<file path="config.mk">
export PLATFORM = sky130hd
export DESIGN_NAME = alu16_with_flags_unit_flat
export DESIGN_NICKNAME = d
export VERILOG_FILES = /design/src/hw/rtl/alu16_pkg.sv /design/src/hw/rtl/alu16_if.sv /design/src/hw/rtl/alu16_with_flags_unit.sv /design/src/flat_wrapper.sv
export SDC_FILE = /design/constraint.sdc
export NUM_CORES = 1
export LEC_CHECK = 0
export BUFFER_PORTS_ARGS = -buffer_cell sky130_fd_sc_hd__clkbuf_2
export CORE_MARGIN = 3
export CORE_UTILIZATION = 40
export DETAILED_ROUTE_END_ITERATION = 12
export PLACE_DENSITY_LB_ADDON = 0.3
export REMOVE_ABC_BUFFERS = 1
export SYNTH_ARGS = -nofsm -noshare
export SYNTH_HDL_FRONTEND = slang
export SYNTH_SLANG_ARGS = --single-unit
</file>
<file path="constraint.sdc">
create_clock -name clk -period 5.4 [get_ports clk]
set_input_delay 1.08 -clock clk [delete_from_list [all_inputs] [get_ports clk]]
set_output_delay 1.08 -clock clk [all_outputs]
set_load 0.005 [all_outputs]
</file>
<file path="src/hw/rtl/alu16_pkg.sv">
// alu16_pkg: operation codes, flag record and shared code width for the 16-bit ALU
// with flags; used by the channel interfaces and the top level
// no dependencies
package alu16_pkg;

  localparam int FUNC_W = 3;

  // operation codes
  localparam logic [FUNC_W-1:0] FN_MOV = 3'd0;
  localparam logic [FUNC_W-1:0] FN_ADD = 3'd1;
  localparam logic [FUNC_W-1:0] FN_INC = 3'd2;
  localparam logic [FUNC_W-1:0] FN_SUB = 3'd3;
  localparam logic [FUNC_W-1:0] FN_MUL = 3'd4;
  localparam logic [FUNC_W-1:0] FN_DIV = 3'd5;

  // flag register contents
  typedef struct packed {
    logic wrap;
    logic sign;
    logic zero;
  } flags_t;

endpackage

</file>
<file path="src/hw/rtl/alu16_if.sv">
// alu16_if: valid/ready channel interfaces for ALU requests and responses
// depends on alu16_pkg
interface alu16_req_if #(
  parameter int DATA_WIDTH = 16
) ();
  logic                          valid;
  logic                          ready;
  logic [alu16_pkg::FUNC_W-1:0]  func;
  logic [DATA_WIDTH-1:0]         operand_a;
  logic [DATA_WIDTH-1:0]         operand_b;
  logic [DATA_WIDTH-1:0]         dest_in;

  modport source (output valid, func, operand_a, operand_b, dest_in, input ready);
  modport sink   (input valid, func, operand_a, operand_b, dest_in, output ready);
endinterface

interface alu16_rsp_if #(
  parameter int DATA_WIDTH = 16
) ();
  logic                  valid;
  logic                  ready;
  logic [DATA_WIDTH-1:0] result;
  logic [DATA_WIDTH-1:0] remainder;
  logic                  wrap_flag;
  logic                  sign_flag;
  logic                  zero_flag;
  logic                  div_error;

  modport source (output valid, result, remainder, wrap_flag, sign_flag, zero_flag,
                  div_error, input ready);
  modport sink   (input valid, result, remainder, wrap_flag, sign_flag, zero_flag,
                  div_error, output ready);
endinterface

</file>
<file path="src/hw/rtl/alu16_with_flags_unit.sv">
// alu16_with_flags_unit: integer ALU step with a flag register, built around one
// shared adder/subtractor driven by a small sequencer
// depends on alu16_pkg and alu16_if
//
//   channel  role    carries
//   req      sink    func, operand_a, operand_b, dest_in
//   rsp      source  result, remainder, wrap_flag, sign_flag, zero_flag, div_error
//
// mov, add, inc and sub pass through S_FIX and S_DONE before response valid rises;
// mul and div first run the one-bit-per-cycle shift-add and restoring-divide loops
// through the shared adder, and div also passes S_FLAG after S_FIX.
// Mul by zero and divide by zero skip the loop and S_FIX and go straight to S_DONE.
// req.ready rises at the same edge as response valid; a finished response waits
// in the output register, and the sequencer holds the next one until rsp is taken.
// Reset clears the flag register.
module alu16_with_flags_unit #(
  parameter int DATA_WIDTH = 16
) (
  input logic          clk,
  input logic          rst,
  alu16_req_if.sink    req,
  alu16_rsp_if.source  rsp
);
  import alu16_pkg::*;

  localparam int CNT_W = $clog2(DATA_WIDTH);
  localparam logic [CNT_W-1:0] CNT_LAST = CNT_W'(DATA_WIDTH - 1);
  localparam logic [DATA_WIDTH:0] HALF =
    (DATA_WIDTH+1)'((64'd1 << (DATA_WIDTH - 1)) - 64'd1);

  typedef enum logic [2:0] {S_IDLE, S_MUL, S_DIV, S_FIX, S_FLAG, S_DONE} state_t;

  state_t                state;
  logic [CNT_W-1:0]      cnt;
  logic [FUNC_W-1:0]     func_r;
  logic [DATA_WIDTH-1:0] a_r, b_r, d_r;
  logic [DATA_WIDTH-1:0] acc;       // product accumulator
  logic [DATA_WIDTH-1:0] shx;       // shifted multiplicand, or dividend/quotient
  logic [DATA_WIDTH-1:0] shy;       // shifted multiplier
  logic [DATA_WIDTH-1:0] rem_r;
  logic [DATA_WIDTH-1:0] res_r;
  logic                  derr_r;
  logic                  flag_upd;
  flags_t                flags_new;
  flags_t                flag_store;
  flags_t                flags_fin;

  logic                  rsp_valid;
  logic [DATA_WIDTH-1:0] rsp_result, rsp_remainder;
  flags_t                rsp_flags;
  logic                  rsp_derr;

  // shared adder/subtractor, one bit wider for the divide compare
  logic [DATA_WIDTH:0]   add_x, add_y;
  logic                  add_sub;
  logic [DATA_WIDTH+1:0] add_sum;
  logic [DATA_WIDTH-1:0] sum_lo;
  logic                  no_borrow;

  // flags of a flag-setting addition: first addend x, wrapped sum s
  function automatic flags_t flags_of(input logic [DATA_WIDTH:0] x,
                                      input logic [DATA_WIDTH-1:0] s,
                                      input logic with_sign);
    flags_t f;
    f.wrap = (s != '0) && ({1'b0, s} < HALF) && (x > HALF);
    f.sign = with_sign & s[DATA_WIDTH-1];
    f.zero = (s == '0);
    return f;
  endfunction

  // operand selection for the shared unit
  always_comb begin
    add_x   = '0;
    add_y   = '0;
    add_sub = 1'b0;
    case (state)
      S_MUL: begin
        add_x = {1'b0, acc};
        add_y = shy[0] ? {1'b0, shx} : '0;
      end
      S_DIV: begin
        add_x   = {rem_r, shx[DATA_WIDTH-1]};
        add_y   = {1'b0, b_r};
        add_sub = 1'b1;
      end
      S_FIX: begin
        case (func_r)
          FN_ADD: begin
            add_x = {1'b0, a_r};
            add_y = {1'b0, b_r};
          end
          FN_SUB: begin
            add_x   = {1'b0, a_r};
            add_y   = {1'b0, b_r};
            add_sub = 1'b1;
          end
          FN_INC: begin
            add_x = {1'b0, d_r};
            add_y = (DATA_WIDTH+1)'(1);
          end
          FN_MUL: begin
            add_x   = {1'b0, acc};
            add_y   = {1'b0, a_r};
            add_sub = 1'b1;
          end
          FN_DIV: begin
            add_x = {1'b0, d_r};
            add_y = {1'b0, shx};
          end
          default: ;
        endcase
      end
      S_FLAG: begin
        add_x = {1'b0, rem_r};
        add_y = {1'b0, b_r};
      end
      default: ;
    endcase
  end

  assign add_sum   = {1'b0, add_x} + {1'b0, (add_sub ? ~add_y : add_y)}
                     + (DATA_WIDTH+2)'(add_sub);
  assign sum_lo    = add_sum[DATA_WIDTH-1:0];
  assign no_borrow = add_sum[DATA_WIDTH+1];

  assign flags_fin = flag_upd ? flags_new : flag_store;

  // sequencer, flag register and response register
  always_ff @(posedge clk) begin
    if (rst) begin
      state      <= S_IDLE;
      flag_store <= '0;
      rsp_valid  <= 1'b0;
    end else begin
      // response taken with no new one loaded behind it
      if (rsp_valid && rsp.ready && (state != S_DONE)) begin
        rsp_valid <= 1'b0;
      end
      case (state)
        S_IDLE: begin
          if (req.valid) begin
            func_r   <= req.func;
            a_r      <= req.operand_a;
            b_r      <= req.operand_b;
            d_r      <= req.dest_in;
            acc      <= req.dest_in;
            shx      <= req.operand_a;
            shy      <= req.operand_b;
            rem_r    <= '0;
            res_r    <= req.dest_in;
            derr_r   <= (req.func == FN_DIV) && (req.operand_b == '0);
            flag_upd <= 1'b0;
            cnt      <= '0;
            if (req.func == FN_MUL) begin
              state <= (req.operand_b == '0) ? S_DONE : S_MUL;
            end else if (req.func == FN_DIV) begin
              state <= (req.operand_b == '0) ? S_DONE : S_DIV;
            end else begin
              state <= S_FIX;
            end
          end
        end
        // one multiplier bit per cycle
        S_MUL: begin
          acc <= sum_lo;
          shx <= shx << 1;
          shy <= shy >> 1;
          cnt <= cnt + 1'b1;
          if (cnt == CNT_LAST) begin
            state <= S_FIX;
          end
        end
        // restoring divide, one quotient bit per cycle
        S_DIV: begin
          rem_r <= no_borrow ? sum_lo : add_x[DATA_WIDTH-1:0];
          shx   <= {shx[DATA_WIDTH-2:0], no_borrow};
          cnt   <= cnt + 1'b1;
          if (cnt == CNT_LAST) begin
            state <= S_FIX;
          end
        end
        // final result; flags for add, sub, inc and mul
        S_FIX: begin
          state <= (func_r == FN_DIV) ? S_FLAG : S_DONE;
          case (func_r)
            FN_MOV: res_r <= a_r;
            FN_ADD, FN_SUB: begin
              res_r     <= sum_lo;
              flags_new <= flags_of({1'b0, a_r}, sum_lo, 1'b0);
              flag_upd  <= 1'b1;
            end
            FN_INC: begin
              res_r     <= sum_lo;
              flags_new <= flags_of({1'b0, d_r}, sum_lo, 1'b1);
              flag_upd  <= 1'b1;
            end
            FN_MUL: begin
              // previous partial sum is product minus one multiplicand
              res_r     <= acc;
              flags_new <= flags_of({1'b0, sum_lo}, acc, 1'b0);
              flag_upd  <= 1'b1;
            end
            FN_DIV: begin
              res_r <= sum_lo;
            end
            default: res_r <= d_r;
          endcase
        end
        // divide flags come from the last subtraction, first addend rem + b
        S_FLAG: begin
          flags_new <= flags_of(add_sum[DATA_WIDTH:0], rem_r, 1'b0);
          flag_upd  <= (shx != '0);
          state     <= S_DONE;
        end
        S_DONE: begin
          if (!rsp_valid || rsp.ready) begin
            rsp_valid     <= 1'b1;
            rsp_result    <= res_r;
            rsp_remainder <= rem_r;
            rsp_flags     <= flags_fin;
            rsp_derr      <= derr_r;
            flag_store    <= flags_fin;
            state         <= S_IDLE;
          end
        end
        default: state <= S_IDLE;
      endcase
    end
  end

  assign req.ready     = (state == S_IDLE);
  assign rsp.valid     = rsp_valid;
  assign rsp.result    = rsp_result;
  assign rsp.remainder = rsp_remainder;
  assign rsp.wrap_flag = rsp_flags.wrap;
  assign rsp.sign_flag = rsp_flags.sign;
  assign rsp.zero_flag = rsp_flags.zero;
  assign rsp.div_error = rsp_derr;

  // partial remainder stays below the divisor
  a_rem_bound: assert property (@(posedge clk) disable iff (rst)
    (state == S_DIV) |-> (rem_r < b_r))
    else $error("partial remainder not below divisor");

  // loop counter starts from zero after each transfer
  a_cnt_start: assert property (@(posedge clk) disable iff (rst)
    (req.valid && req.ready) |=> (cnt == '0))
    else $error("loop counter not cleared on transfer");

  // only increment may set the sign flag
  a_sign_inc: assert property (@(posedge clk) disable iff (rst)
    (state == S_DONE && flag_upd && flags_new.sign) |-> (func_r == FN_INC))
    else $error("sign flag set by an operation other than increment");

  // divide by zero reports a zero remainder
  a_derr_rem: assert property (@(posedge clk) disable iff (rst)
    (rsp.valid && rsp.div_error) |-> (rsp.remainder == '0))
    else $error("nonzero remainder on divide by zero");

endmodule

</file>
<file path="src/flat_wrapper.sv">
// flat-port wrapper written by rule: the top's interface ports become plain ports
module alu16_with_flags_unit_flat import alu16_pkg::*;
#(
  parameter int DATA_WIDTH = 16
)
  (clk, rst, req_valid, req_func, req_operand_a, req_operand_b, req_dest_in, req_ready, rsp_valid, rsp_result, rsp_remainder, rsp_wrap_flag, rsp_sign_flag, rsp_zero_flag, rsp_div_error, rsp_ready);
  alu16_req_if #(.DATA_WIDTH(DATA_WIDTH)) req_i ();
  alu16_rsp_if #(.DATA_WIDTH(DATA_WIDTH)) rsp_i ();
  input logic clk;
  input logic rst;
  input wire logic [$bits(req_i.valid)-1:0] req_valid;
  input wire logic [$bits(req_i.func)-1:0] req_func;
  input wire logic [$bits(req_i.operand_a)-1:0] req_operand_a;
  input wire logic [$bits(req_i.operand_b)-1:0] req_operand_b;
  input wire logic [$bits(req_i.dest_in)-1:0] req_dest_in;
  output wire logic [$bits(req_i.ready)-1:0] req_ready;
  output wire logic [$bits(rsp_i.valid)-1:0] rsp_valid;
  output wire logic [$bits(rsp_i.result)-1:0] rsp_result;
  output wire logic [$bits(rsp_i.remainder)-1:0] rsp_remainder;
  output wire logic [$bits(rsp_i.wrap_flag)-1:0] rsp_wrap_flag;
  output wire logic [$bits(rsp_i.sign_flag)-1:0] rsp_sign_flag;
  output wire logic [$bits(rsp_i.zero_flag)-1:0] rsp_zero_flag;
  output wire logic [$bits(rsp_i.div_error)-1:0] rsp_div_error;
  input wire logic [$bits(rsp_i.ready)-1:0] rsp_ready;
  assign req_i.valid = req_valid;
  assign req_i.func = req_func;
  assign req_i.operand_a = req_operand_a;
  assign req_i.operand_b = req_operand_b;
  assign req_i.dest_in = req_dest_in;
  assign req_ready = req_i.ready;
  assign rsp_valid = rsp_i.valid;
  assign rsp_result = rsp_i.result;
  assign rsp_remainder = rsp_i.remainder;
  assign rsp_wrap_flag = rsp_i.wrap_flag;
  assign rsp_sign_flag = rsp_i.sign_flag;
  assign rsp_zero_flag = rsp_i.zero_flag;
  assign rsp_div_error = rsp_i.div_error;
  assign rsp_i.ready = rsp_ready;
  alu16_with_flags_unit #(.DATA_WIDTH(DATA_WIDTH)) u_core (.clk(clk), .rst(rst), .req(req_i), .rsp(rsp_i));
endmodule
</file>
# ---- After elaboration in Yosys (flattened, before gate mapping)
# Index checks and enable logic that the tools add are counted.
dict set report word_totals {
  register_bits 183
  mem_bits_ro 0
  input_bits 55
  wordCells 143
  memories 0
  output_inout_bits 38
  latchBits 0
  mem_bits_rw 0
}
dict set report classes {
  n_div 0
  multipliers 0
  muxes 39
  reduce_logical 47
  addsub 3
  order_cmp 7
  shift 0
  n_bitwise 2
  n_eq_ne 19
}
# operator n
set ops {}
lappend ops {{16-bit case mux with 3 select lines} 3}
lappend ops {{16-bit case mux with 2 select lines} 4}
lappend ops {{16-bit two-way mux} 6}
lappend ops {{17-bit case mux with 4 select lines} 1}
lappend ops {{16-bit zero test} 4}
lappend ops {{16-bit case mux with 4 select lines} 1}
lappend ops {{16-bit nonzero test} 4}
lappend ops {{17-bit case mux with 3 select lines} 1}
lappend ops {{16-bit by 15-bit > comparator with 1-bit output (second input constant)} 3}
lappend ops {{16-bit by 15-bit less-than comparator with 1-bit output (second input constant)} 3}
lappend ops {{3-bit AND reduction} 9}
lappend ops {{3-bit two-way mux} 8}
lappend ops {{17-bit by 17-bit adder with 18-bit output} 1}
lappend ops {{18-bit by 1-bit adder with 18-bit output} 1}
lappend ops {{3-bit == test (second input constant)} 6}
lappend ops {{17-bit by 15-bit > comparator with 1-bit output (second input constant)} 1}
lappend ops {{17-bit two-way mux} 1}
lappend ops {{17-bit inverter} 1}
lappend ops {{3-bit case mux with 5 select lines} 1}
lappend ops {{3-bit by 2-bit == test with 1-bit output (second input constant)} 4}
lappend ops {{1-bit logical AND} 10}
lappend ops {{2-bit nonzero test} 5}
lappend ops {{2-bit OR reduction} 5}
lappend ops {{3-bit case mux with 3 select lines} 1}
lappend ops {{other kinds (21)} 33}

# ---- Depth between registers and ports, before layout
dict set report depth {
  word_depth 13
  mapped_depth 23
  mapped_depth_nobuf 17
}

# ---- Worst setup path before layout
# No wires, ideal clock.
dict set report synth_path {
  kind {register -> register}
  start {register u_core.state[1]}
  end {register u_core.rem_r[10], data pin}
  path_stages_with_launch 24
  setup_time_ns 0.260
  t_arrival_ns 4.637
  period_less_slack_ns 4.898
  setup_slack_ns 0.502
  t_required_ns 5.140
  n_path_buf 6
  cell_sequence {dfxtp_1 -> buf_2 -> nand2b_1 -> clkbuf_1 -> nor2_1 -> clkbuf_1 -> a32o_1 -> clkbuf_1 -> a22o_1 -> a21oi_1 -> xnor2_1 -> ha_1 -> clkbuf_1 -> a21oi_1 -> o21bai_1 -> a2111oi_0 -> nor2_1 -> o21ai_1 -> a21o_1 -> a21oi_2 -> o21a_2 -> nor2_4 -> buf_6 -> mux2_4}
}
dict set report synth_between {
  elab_chain_cells 9
  word_cells_on_any_way 15
  classes_between {add/sub: 2; eq/ne: 4; mux: 6; bitwise: 1; reduce/logical: 2}
}
# element line
set synth_lines {}
lappend synth_lines {{start: declaration} alu16_with_flags_unit.sv:33} ;# state_t state;
lappend synth_lines {{start signal: assignment} alu16_with_flags_unit.sv:155} ;# state <= (req.operand_b == '0) ? S_DONE : S_MUL;
lappend synth_lines {{start signal: assignment} alu16_with_flags_unit.sv:157} ;# state <= (req.operand_b == '0) ? S_DONE : S_DIV;
lappend synth_lines {{start signal: assignment} alu16_with_flags_unit.sv:184} ;# state <= (func_r == FN_DIV) ? S_FLAG : S_DONE;
lappend synth_lines {{3-bit == test or 3-bit by 2-bit == test with 1-bit output (tied branches)} {alu16_with_flags_unit.sv:76, alu16_with_flags_unit.sv:139}}
lappend synth_lines {{2-bit OR reduction (no line)} n/a}
lappend synth_lines {{17-bit case mux with 3 select lines} alu16_with_flags_unit.sv:76} ;# case (state)
lappend synth_lines {{17-bit inverter} alu16_with_flags_unit.sv:121} ;# assign add_sum = {1'b0, add_x} + {1'b0, (add_sub ? ~add_y : add_y)}
lappend synth_lines {{17-bit two-way mux} alu16_with_flags_unit.sv:121}
lappend synth_lines {{17-bit by 17-bit adder with 18-bit output} alu16_with_flags_unit.sv:121}
lappend synth_lines {{18-bit by 1-bit adder with 18-bit output} alu16_with_flags_unit.sv:122} ;# + (DATA_WIDTH+2)'(add_sub);
lappend synth_lines {{16-bit two-way mux} alu16_with_flags_unit.sv:175} ;# rem_r <= no_borrow ? sum_lo : add_x[DATA_WIDTH-1:0];
lappend synth_lines {{16-bit case mux with 2 select lines *} alu16_with_flags_unit.sv:139} ;# case (state)
lappend synth_lines {{end signal: assignment} alu16_with_flags_unit.sv:175}
lappend synth_lines {{end: declaration} alu16_with_flags_unit.sv:40} ;# logic [DATA_WIDTH-1:0] rem_r;
# Every way passes the cells marked *; elsewhere a longest branch is shown, timed or not.
# A chain may end at the register's enable or synchronous reset.

# ---- Final worst setup path
dict set report layout_path {
  start {register u_core.func_r[0]}
  end {register u_core.rem_r[6], data pin}
}
dict set report layout_between {
  elab_chain_cells 10
  word_cells_on_any_way 20
  classes_between {add/sub: 2; eq/ne: 5; mux: 9; bitwise: 1; reduce/logical: 3}
}
# element line
set layout_lines {}
lappend layout_lines {{start: declaration} alu16_with_flags_unit.sv:35} ;# logic [FUNC_W-1:0] func_r;
lappend layout_lines {{start signal: assignment} alu16_with_flags_unit.sv:142} ;# func_r <= req.func;
lappend layout_lines {{3-bit by 1-bit == test with 1-bit output or 3-bit by 2-bit == test with 1-bit output (tied branches)} alu16_with_flags_unit.sv:87} ;# case (func_r)
lappend layout_lines {{2-bit OR reduction (no line)} n/a}
lappend layout_lines {{16-bit case mux with 4 select lines} alu16_with_flags_unit.sv:87}
lappend layout_lines {{17-bit case mux with 3 select lines} alu16_with_flags_unit.sv:76}
lappend layout_lines {{17-bit inverter} alu16_with_flags_unit.sv:121}
lappend layout_lines {{17-bit two-way mux} alu16_with_flags_unit.sv:121}
lappend layout_lines {{17-bit by 17-bit adder with 18-bit output} alu16_with_flags_unit.sv:121}
lappend layout_lines {{18-bit by 1-bit adder with 18-bit output} alu16_with_flags_unit.sv:122}
lappend layout_lines {{16-bit two-way mux *} alu16_with_flags_unit.sv:175}
lappend layout_lines {{16-bit case mux with 2 select lines *} alu16_with_flags_unit.sv:139}
# Marked as above.

==> impl_results.md <==
* Outcome: completed
* Yosys top cell area share at 0.533
* DRC violations left at 0
* Power Dens Cells at slightly above 600 mW/mm²
* Top_reg_cell synth: edfxtp_1
* Core area at about 0.024 mm²
* Max Freq at about 200 MHz
* Die Y at 163 µm
* Hold_sp: u_core.res_r[2]
* Ant. Diodes at 0
* Worst-path fanout max at 14
* WHS Path Cells at 0
* Switch share at 0.430
* Area occupied by multi-input gates at about 0.0042 mm²
* Area grow syn2layout at 16.1%
* Wirelength, routed at a little under 30 mm
* Post-DP HPWL at between 20 and 25 mm
* Die footprint at about 0.027 mm²
* Cell type with the largest total area after synthesis: edfxtp_1
* Worst R2R Path Depth at 16
* Clock group share of total power at 0.192
* Crit-path cells: buf_4, or3b_4, nor2_1, a21oi_1, xnor2_1, ha_1, a21oi_1, o21bai_1, a2111oi_0, nor2_1, o21ai_1, a21o_1, a21oi_2, o21a_2, nor2_4, mux2_2
* GR Layer Usage met2 at 0.345
* DR pass1 iterations at 6
* Leakage power at between 4 and 5 nW
* Slew headroom at 0.253
* Global route total overflow at 0
* RR Startpoint: u_core.func_r[0]
* Pin count of the biggest net entering global routing at between 40 and 50
* VDD IR-drop max at 0.000300 V
* Required time of the critical path at ~5.6 ns
* Die Wd at between 150 and 200 µm
* DP Area at 0.0109 mm²
* H-Tree Depth at 4
* Worst hold path type: flip-flop to flip-flop
* Final Skew at a little over 0.009 ns
* Hold Path End: u_core.rsp.result[2]
* Clk slew on worst S/H paths at 0.07 ns
* Cell with the largest stage delay on the worst path: a2111oi_0
* Seq/Total Area, Yosys at 0.547
* Async set-reset flop share out of synthesis at 0
* M3 GR Usage at 0.0380
* CP Capture Type: flip-flop
* CTS buffer count at 17
* Grt met1 use at 0.307
* RR Endpoint: u_core.rem_r[6]
* Pre-CTS setup slack at about 0.32 ns
* Final instance area at around 0.012 mm²
* Vias in the first global route at about 7.4k
* Wire per inst at about 22 µm
* Synth Register Bits at ~180
* Most crowded layer after global routing: met2
* Period utilisation layout at 0.923
* Share of cells above drive strength 1 at 0.205
* Initial antenna violation count at 0
* CP max stage delay at roughly 0.6 ns
* WHS at ~0.42 ns
* Netlist Area Pre-Place at 0.00992 mm²
* Max Cap Viol at 0
* Ranking of synthesized cells by area: edfxtp_1 53%, nand2_1 5.5%, mux2_2 2.7%, nor2_1 2.7%, mux2i_1 2.6%
* Filler instances at ~2.2k
* Cell count after synthesis at approximately 900
* Overall power at around 0.0072 W
* P_sw at 0.00308 W
* Worst-Margin Slew at 1.12 ns
* Most frequent cells in the layout: 176 x edfxtp_1, 145 x nand2_1, 92 x clkbuf_2, 71 x nor2_1, 50 x a21oi_1
* Part of the power in registers at 0.319
* First-pass GRT wire length at 44.0 mm
* Post-synth EDFFs at about 180
* Floorplan row count at 56
* Comb power frac at 0.489
* Via count at slightly below 8k
* IO Pins at 93
* Count of pins over their slew limit at 0
* Final setup viols at 0
* CTS tree: built
* I/O Buffers at 92
* Commonest non-fill, non-tap cell in the layout: edfxtp_1
* Min Tclk post-route at around 5 ns
* Storage element area at 0.00543 mm²
* Syn Area/Cell at 10.9 µm²
* Routability cong. at between 0.9 and 1
* Worst path arrival time at 5.17 ns
* Startpoint Class: flip-flop
* Clk root buf: clkbuf_16
* Post-DR vias/cell at 5.94
* Initial Util at 0.415
* P_int at ~0.0041 W
* Setup WS post-layout at 0.417 ns
* RSZ-0062 raised after global routing: no
* Fin. Hold Viols at 0
* Nets@finish at 1073
* Synth warn at 0
* DRT antenna net count at 0
* Maximum root-to-sink buffer count at 2
* DR iter-0 viols at between 1k and 1.5k
* Critical path origin: u_core.func_r[0]
* Total GRT Usage at 0.219
* Clock sink count at between 150 and 200
* Synth cell types at 71
* Skew-Pair Late Insertion Delay at roughly 0.44 ns
* Reg-to-reg setup timing slack at roughly 0.42 ns
* Crit path kind: flip-flop to flip-flop
[state kept, by name, indices dropped and copies added, names as in the netlist]
name,count
u_core.a_r,16
u_core.acc,16
u_core.b_r,16
u_core.d_r,16
u_core.rem_r,16
u_core.res_r,16
u_core.rsp.remainder,16
u_core.rsp.result,16
u_core.shx,16
u_core.shy,16
u_core.cnt,4
u_core.flag_store,3
u_core.flags_new,3
u_core.func_r,3
u_core.state,3
u_core.derr_r,1
u_core.flag_upd,1
u_core.rsp.div_error,1
u_core.rsp.sign_flag,1
u_core.rsp.valid,1
u_core.rsp.wrap_flag,1
u_core.rsp.zero_flag,1
[synthesized netlist by cell type (all sizes together) (4+ instances only)]
library cell and instances:
a222oi 12, o22ai 19, a31oi 5, buf 14, nand2 145, nand2b 4, dfxtp 7, xnor2 25
nor2 72, clkbuf 41, inv 18, a22oi 17, xor2 12, nand3b 5, nand4 11, a21o 4
nor4 23, mux2i 26, mux2 30, a22o 16, nor2b 7, o21ai 43, a221o 17, edfxtp 176
ha 17, o211ai 4, o21bai 4, and4 4, nor3 24, a21oi 51, nand3 12
[worst max-delay path: cells and delay by family (launching register included)]
| kind | cells | cell delay (ns) |
|---|---|---|
| adders and majority gates | 1 | 0.32 |
| buffers and inverters | 1 | 0.19 |
| xor gates and xnor gates | 1 | 0.15 |
| and+or+nand+nor | 4 | 1.45 |
| AOI/OAI and AO/OA | 8 | 1.83 |
| DFF | 1 | 0.38 |
| muxes | 1 | 0.40 |
[what timing repair did]
action                     4_1_cts  5_1_grt
hold buffers                     0        0
resized for setup                0        1
setup endpoints to repair        0        1
buffers inserted                 0        0
[cell families (layout without fill, tap and decap cells)]
logic type               Yosys count  after routing  share of synthesized area
XOR/XNOR                          37             37                     0.0327
AND/OR/NAND/NOR                  319            319                      0.147
buffers and inverters             73            178                     0.0294
multiplexers                      56             56                     0.0626
flip-flops                       183            183                      0.547
adder cells (fa/ha/maj)           18             18                     0.0235
AO/OA/AOI/OAI                    222            222                      0.157
[cell type report]
cell class,count,share of cell area
clock buffers,22,0.0412
clock inverters,10,0.0145
inverters,18,0.00587
multi-input cells,652,0.368
flip-flops and latches,183,0.471
well taps,319,0.0347
repair buffers,128,0.0646
[worst max-delay path by stage]
stage                        to  slack, ns  cells after the start
3_5_place_dp   u_core.res_r[11]       0.32                     16
3_3_place_gp   u_core.res_r[11]       0.32                     16
4_1_cts        u_core.res_r[11]       0.32                     16
5_1_grt        u_core.res_r[11]       0.11                     16
6_report        u_core.rem_r[6]       0.42                     16
2_1_floorplan  u_core.rem_r[15]      -1.63                     16
[through the flow]
| step | std cells | util | setup TNS [ns] |
|---|---|---|---|
| final | 1332 | 0.482 | 0 |
| after global routing | 1332 | 0.482 | 0 |
| after CTS | 1332 | 0.481 | 0 |
| after detailed placement | 1300 | 0.455 | 0 |
| after global placement | 1300 | 0.455 | 0 |
| after floorplan | 853 | - | -50.48 |
[power by group through the flow]
stage | logic (W) | clock network (W) | registers, W
floorplan | 0.00222 | 0 | 0.00224
global placement | 0.00340 | 0 | 0.00230
detailed placement | 0.00340 | 0 | 0.00230
CTS | 0.00342 | 0.00139 | 0.00227
global route | 0.00376 | 0.00145 | 0.00231
finish | 0.00350 | 0.00137 | 0.00228
[metal layers]
metal,vias to the layer above,part of all wire,routed length (µm)
li1,3655,-,-
met2,395,0.46,13400
met1,3812,0.44,12700
met4,0,0.022,633
met3,50,0.084,2440
met5,-,0,0
Note: power is estimated with default switching activity, not from simulation.
